$ cat config.mk
export PLATFORM = sky130hd
export DESIGN_NAME = twsm_ctrl
export DESIGN_NICKNAME = d
export VERILOG_FILES = /design/src/rtl/twsm_pkg.sv /design/src/rtl/twsm_ctrl.sv
export SDC_FILE = /design/constraint.sdc
export NUM_CORES = 1
export LEC_CHECK = 0
export ABC_AREA = 1
export BUFFER_PORTS_ARGS = -buffer_cell sky130_fd_sc_hd__buf_4
export CORE_MARGIN = 2
export CORE_UTILIZATION = 40
export DETAILED_ROUTE_END_ITERATION = 10
export PLACE_DENSITY = 0.59
export SYNTH_ARGS = -nofsm -noshare
export SYNTH_HDL_FRONTEND = slang
export SYNTH_SLANG_ARGS = --single-unit
$ cat constraint.sdc
create_clock -name clk -period 4.3 [get_ports clk]
set_input_delay 0.43 -clock clk [delete_from_list [all_inputs] [get_ports clk]]
set_output_delay 0.43 -clock clk [all_outputs]
set_load 0.05 [all_outputs]
$ cat src/rtl/twsm_pkg.sv
// ----------------------------------------------------------------------------
// twsm_pkg
// Types and constants shared by the trajectory window smoother modules.
// ----------------------------------------------------------------------------
`default_nettype none
package twsm_pkg;
	localparam int RING_DEPTH = 64;
	localparam int RING_AW    = 6;
	localparam int ACC_W      = 48;
	localparam int SUM_W      = 54;
	localparam int DIV_W      = 55;
	localparam int OUT_W      = 32;
	localparam int CNT_W      = 7;
	localparam int DIV_STEPS  = DIV_W;
	localparam logic [4:0] RADIUS_RESET = 5'(50 / 2);

	typedef logic signed [ACC_W-1:0] acc_t;

	typedef struct packed {
		logic               run_load;
		logic               run_clear;
		logic               ram_we;
		logic [RING_AW-1:0] ram_waddr;
		logic [RING_AW-1:0] ram_raddr;
		logic               sum_clear;
		logic               sum_rd;
		logic               prev_rd;
		logic               prev_use;
		logic               div_load;
		logic               div_step;
		logic [CNT_W-1:0]   count;
		logic               out_load;
		logic               out_last;
	} cmd_t;

	typedef struct packed {
		logic out_free;
	} sts_t;
endpackage
`default_nettype wire

$ cat src/rtl/twsm_ctrl.sv
// ----------------------------------------------------------------------------
// twsm_ctrl
// Sequencer: frame bookkeeping, window walk, divider steps and result hand-off.
// ----------------------------------------------------------------------------
`default_nettype none
module twsm_ctrl (
	input  wire logic          clk,
	input  wire logic          arst_n,
	input  wire logic          in_valid,
	output logic               in_ready,
	input  wire logic          in_final,
	input  wire logic          cfg_we,
	input  wire logic [4:0]    cfg_data,
	output twsm_pkg::cmd_t     cmd,
	input  wire twsm_pkg::sts_t sts
);
	typedef enum logic [2:0] {IDLE, SETUP, SUM, PREV, LOAD, DIV, FIN} state_t;

	state_t     state_q;
	logic [4:0] radius_q;
	logic [4:0] active_q;
	logic [5:0] pending_q;
	logic [5:0] next_q;
	logic [5:0] emitted_q;
	logic       final_q;
	logic [5:0] rd_addr_q;
	logic [6:0] left_q;
	logic [6:0] count_q;
	logic [5:0] step_q;
	logic       accept;
	logic       start;
	logic [4:0] active_n;
	logic [5:0] lo;
	logic [5:0] up;

	assign in_ready = (state_q == IDLE);
	assign accept   = in_valid && in_ready;
	assign start    = (pending_q == '0) && (emitted_q == '0);
	assign active_n = start ? radius_q : active_q;
	assign lo = (emitted_q < {1'b0, active_q}) ? emitted_q : {1'b0, active_q};
	assign up = ((pending_q - 6'd1) > {1'b0, active_q}) ? {1'b0, active_q}
		: pending_q - 6'd1;

	always_comb begin
		cmd           = '0;
		cmd.run_load  = accept;
		cmd.run_clear = start;
		cmd.ram_we    = accept;
		cmd.ram_waddr = next_q + pending_q;
		cmd.ram_raddr = rd_addr_q;
		cmd.count     = count_q;
		cmd.out_last  = final_q && (pending_q == 6'd1);
		unique case (state_q)
			IDLE: begin
			end
			SETUP: cmd.sum_clear = 1'b1;
			SUM: cmd.sum_rd = 1'b1;
			PREV: begin
				cmd.ram_raddr = next_q - 6'd1;
				cmd.prev_rd   = 1'b1;
				cmd.prev_use  = (emitted_q != '0);
			end
			LOAD: cmd.div_load = 1'b1;
			DIV: cmd.div_step = 1'b1;
			FIN: cmd.out_load = sts.out_free;
			default: begin
			end
		endcase
	end

	always_ff @(posedge clk or negedge arst_n) begin
		if (!arst_n) begin
			state_q   <= IDLE;
			radius_q  <= twsm_pkg::RADIUS_RESET;
			active_q  <= twsm_pkg::RADIUS_RESET;
			pending_q <= '0;
			next_q    <= '0;
			emitted_q <= '0;
			final_q   <= 1'b0;
			rd_addr_q <= '0;
			left_q    <= '0;
			count_q   <= '0;
			step_q    <= '0;
		end else begin
			if (cfg_we) begin
				radius_q <= cfg_data;
			end
			unique case (state_q)
				IDLE: begin
					if (accept) begin
						active_q  <= active_n;
						pending_q <= pending_q + 6'd1;
						final_q   <= in_final;
						if (in_final || ({1'b0, pending_q} + 7'd1 > {2'b00, active_n})) begin
							state_q <= SETUP;
						end
					end
				end
				SETUP: begin
					count_q   <= {1'b0, lo} + {1'b0, up} + 7'd1;
					left_q    <= {1'b0, lo} + {1'b0, up} + 7'd1;
					rd_addr_q <= next_q - lo;
					state_q   <= SUM;
				end
				SUM: begin
					rd_addr_q <= rd_addr_q + 6'd1;
					left_q    <= left_q - 7'd1;
					if (left_q == 7'd1) begin
						state_q <= PREV;
					end
				end
				PREV: state_q <= LOAD;
				LOAD: begin
					step_q  <= 6'(twsm_pkg::DIV_STEPS);
					state_q <= DIV;
				end
				DIV: begin
					step_q <= step_q - 6'd1;
					if (step_q == 6'd1) begin
						state_q <= FIN;
					end
				end
				FIN: begin
					if (sts.out_free) begin
						next_q    <= next_q + 6'd1;
						pending_q <= pending_q - 6'd1;
						if (final_q && (pending_q != 6'd1)) begin
							emitted_q <= (emitted_q == 6'd63) ? emitted_q : emitted_q + 6'd1;
							state_q   <= SETUP;
						end else if (final_q) begin
							emitted_q <= '0;
							final_q   <= 1'b0;
							state_q   <= IDLE;
						end else begin
							emitted_q <= (emitted_q == 6'd63) ? emitted_q : emitted_q + 6'd1;
							state_q   <= IDLE;
						end
					end
				end
				default: state_q <= IDLE;
			endcase
		end
	end

	a_pending_bound: assert property (@(posedge clk) disable iff (!arst_n)
		pending_q <= 6'd32) else $error("Pending frame count exceeds the window.");
	a_out_free: assert property (@(posedge clk) disable iff (!arst_n)
		cmd.out_load |-> sts.out_free) else $error("Result loaded over a held result.");
	a_walk_nonempty: assert property (@(posedge clk) disable iff (!arst_n)
		(state_q == SUM) |-> (left_q != '0 && pending_q != '0))
		else $error("Window walk with nothing to read.");
	a_div_len: assert property (@(posedge clk) disable iff (!arst_n)
		(state_q == LOAD) |=> (state_q == DIV && step_q == 6'(twsm_pkg::DIV_STEPS)))
		else $error("Divider not started with its full step count.");
endmodule
`default_nettype wire
==> run_results.csv <==
group,metric,value,unit
clock_tree,postCtsSetupBuffers,0,
die,rows,39,
drt,firstDrtPassIters,5,
timing,rsz0062_at_grt,"no",
clock_tree,clkSinkCount,58,
global_route,gr-max-usage-layer,"met2",
layout,diodes,0,
clock_tree,clockBufferDepth,2,
critical_path,cp_slowest_cell,"o211ai_1",
global_route,gr-usage-met3,0.0355,
flow_run,drv_cap,0,
critical_path,max_stage_delay,0.86,ns
critical_path,critPathLaunchType,"flip-flop",
global_route,antenna_found_initial,0,
global_route,grt_pass1_vias,4155,
placed_design,port_buffers,41,
timing,slew_headroom,0.264,
timing,fin_crit,3.56,ns
global_route,grt_pass1_wl,19800,µm
timing,fmax,281,MHz
placed_design,dp_hpwl,8790,µm
die,dieArea,12300,µm²
clock_tree,clk_latency,0.34,ns
critical_path,worstSetupEndpointType,"flip-flop",
critical_path,crit_path_frequent_cell,"a21oi_1",
placed_design,dp_slack,0.754,ns
critical_path,worstPathRequired,4.52,ns
synth,synth_seq_cells,58,
timing,final-setup-viol-count,0,
critical_path,worstPathMaxFanout,20,
die,die_w,111,µm
synth,avgSynthCellArea,7.26,µm²
die,pin_count,42,
die,core,11300,µm²
global_route,overflow,0,
synth,yosys_warnings,0,
timing,tightest_slew,1.10,ns
drt,drt_iter0_markers,194,
critical_path,arrival,3.78,ns
drt,vias,4198,
clock_tree,holdBufCountCts,0,
timing,drv_slew,0,
placed_design,gp_congestion,0.939,
clock_tree,cts_resized,0,
die,die_y,111,µm
synth,syn_area,4590,µm²
layout,layout.nets,730,
timing,setup_slack,0.744,ns
worst_hold_path,hold_path.class,"input pin to asynchronous set/reset pin",
drt,drc,0,
drt,via_per_inst,5.11,
timing,period_share,0.827,
global_route,grtUsageMet2,0.312,
clock_tree,root_buffer,"clkbuf_16",
clock_tree,clkSlewWorstSetupHoldPaths,0.06,ns
outcome,outcome,"completed",
drt,drt-total-wl,11500,µm
critical_path,cp_cell_sequence,"inv_1 -> ha_1 -> a21oi_1 -> o211ai_1 -> o21ai_0 -> fa_1 -> nand3b_1 -> nand2_1 -> a21oi_1 -> o21ai_0 -> a21oi_1",
global_route,grt_usage,0.200,
synth,synthCells,632,
clock_tree,cts_tree,"yes",
critical_path,critPathKind,"flip-flop to flip-flop",
timing,skew,0.00799,ns
layout,syn_to_final_growth,16.1,%
layout,layout-drive-gt1-share,0.127,
clock_tree,cts_inserted_buffers,9,
die,initial_core_util,0.406,
clock_tree,cts_max_level,3,
synth,ys_types,42,
timing,hold_viol_final,0,
global_route,grt.met1_usage,0.263,
global_route,grt_max_degree,59,
drt,antenna_left,0,
timing,setup-tns-final,0,ns
synth,yosysSeqAreaShare,0.318,
layout,nFillCells,1159,
drt,avgRoutedWirePerCell,14.0,µm
## synthesized netlist by cell type
cell type / instances / area (µm²)
nand2_1: 176 / 661
inv_1: 80 / 300
o21ai_0: 54 / 270
dfrtp_1: 52 / 1300
nand3_1: 52 / 260
ha_1: 43 / 538
nor2_1: 34 / 128
a21oi_1: 24 / 120
xor2_1: 14 / 123
nand4_1: 10 / 62.6
nand3b_1: 8 / 60.1
nor3_1: 7 / 35.0
xnor2_1: 7 / 61.3
dfstp_2: 6 / 158
buf_2: 5 / 25.0
buf_4: 5 / 37.5
inv_2: 5 / 18.8
o22ai_1: 5 / 31.3
a31oi_1: 4 / 25.0
nand2_4: 4 / 45.0
or2_2: 4 / 25.0
fa_1: 3 / 60.1
nor2_2: 3 / 18.8
a21o_1: 2 / 15.0
clkbuf_1: 2 / 7.51
nand2_2: 2 / 12.5
nor2_4: 2 / 22.5
nor3_4: 2 / 32.5
o211ai_1: 2 / 15.0
o21a_1: 2 / 15.0
o21bai_1: 2 / 15.0
a21boi_0: 1 / 7.51
a21boi_1: 1 / 7.51
a22oi_1: 1 / 7.51
a32oi_1: 1 / 8.76
and2_1: 1 / 6.26
and3_1: 1 / 6.26
buf_6: 1 / 11.3
clkinv_1: 1 / 3.75
conb_1: 1 / 3.75
nor2_8: 1 / 20.0
o221ai_1: 1 / 8.76
## through the flow
| step | utilization | hold slack [ns] | cell area [µm²] | std cells |
|---|---|---|---|---|
| finish | 0.471 | 0.145 | 5330 | 821 |
| global route | 0.471 | 0.240 | 5330 | 821 |
| CTS | 0.471 | 0.206 | 5330 | 821 |
| detailed placement | 0.442 | 0.471 | 5010 | 805 |
| global placement | 0.442 | 0.467 | 5010 | 805 |
| floorplan | - | 0.134 | 4590 | 633 |
## sequential cells by signal (all words and copies together), names as in the netlist
register   cells
active_q       5
count_q        7
emitted_q      6
final_q        1
left_q         7
next_q         6
pending_q      6
radius_q       5
rd_addr_q      6
state_q        3
step_q         6
## cell type report
class,instances,area (µm²),share of cell area
clock inverters,5,77.6,0.0146
inverters,86,323,0.0606
flip-flops and latches,58,1460,0.274
repair buffers,42,315,0.0592
clock buffers,11,243,0.0456
well taps,143,179,0.0336
multi-input cells,476,2730,0.513
## routing by layer
metal | vias to the layer above | wire, µm
met5 | - | 0
met2 | 76 | 5210
met3 | 28 | 416
met1 | 1959 | 5450
met4 | 0 | 431
li1 | 2135 | -
## final timing paths
path / from / to / slack, ns / cells after the start
max in group asynchronous: arst_n / pending_q[1]$_DFFE_PN0P_ / 3.59 / 1
hold / removal: arst_n / emitted_q[5]$_DFFE_PN0P_ / 0.15 / 1
hold reg to reg: radius_q[3]$_DFFE_PN1P_ / radius_q[3]$_DFFE_PN1P_ / 0.48 / 2
min in group clk: cfg_data[1] / radius_q[1]$_DFFE_PN0P_ / 0.30 / 3
setup / recovery: active_q[3]$_DFFE_PN1P_ / left_q[4]$_DFFE_PN0P_ / 0.74 / 11
setup reg to reg: active_q[3]$_DFFE_PN1P_ / left_q[4]$_DFFE_PN0P_ / 0.74 / 11
## placed cells by master (no fill, tap or decap), types with 8 or more instances in the layout
cell and instances:
inv_1 80, a21oi_1 24, dfrtp_1 52, nor2_1 34
nand3_1 52, clkbuf_16 9, nand3b_1 8, xor2_1 14
o21ai_0 54, nand4_1 10, nand2_1 176, buf_4 42
ha_1 43
## worst max-delay path: cells and delay by family, from the launching register on
family	cells	cell delay (ns)
flops	1	0.55
buf+inv	1	0.10
simple gates	2	0.27
fa+ha+maj	2	0.88
compound gates	6	1.63
## cells by family after synthesis
kind of cell	Yosys count	synth area share
flip-flops	58	0.318
XOR/XNOR	21	0.0401
adder cells (fa/ha/maj)	46	0.130
other	1	0.000817
buffers and inverters	99	0.0880
AND/OR/NAND/NOR	307	0.304
AO/OA/AOI/OAI	100	0.119
Power is left out: the tool's default activity adds up to more than one toggle a clock period on the data nets, which glitch-free logic cannot reach.
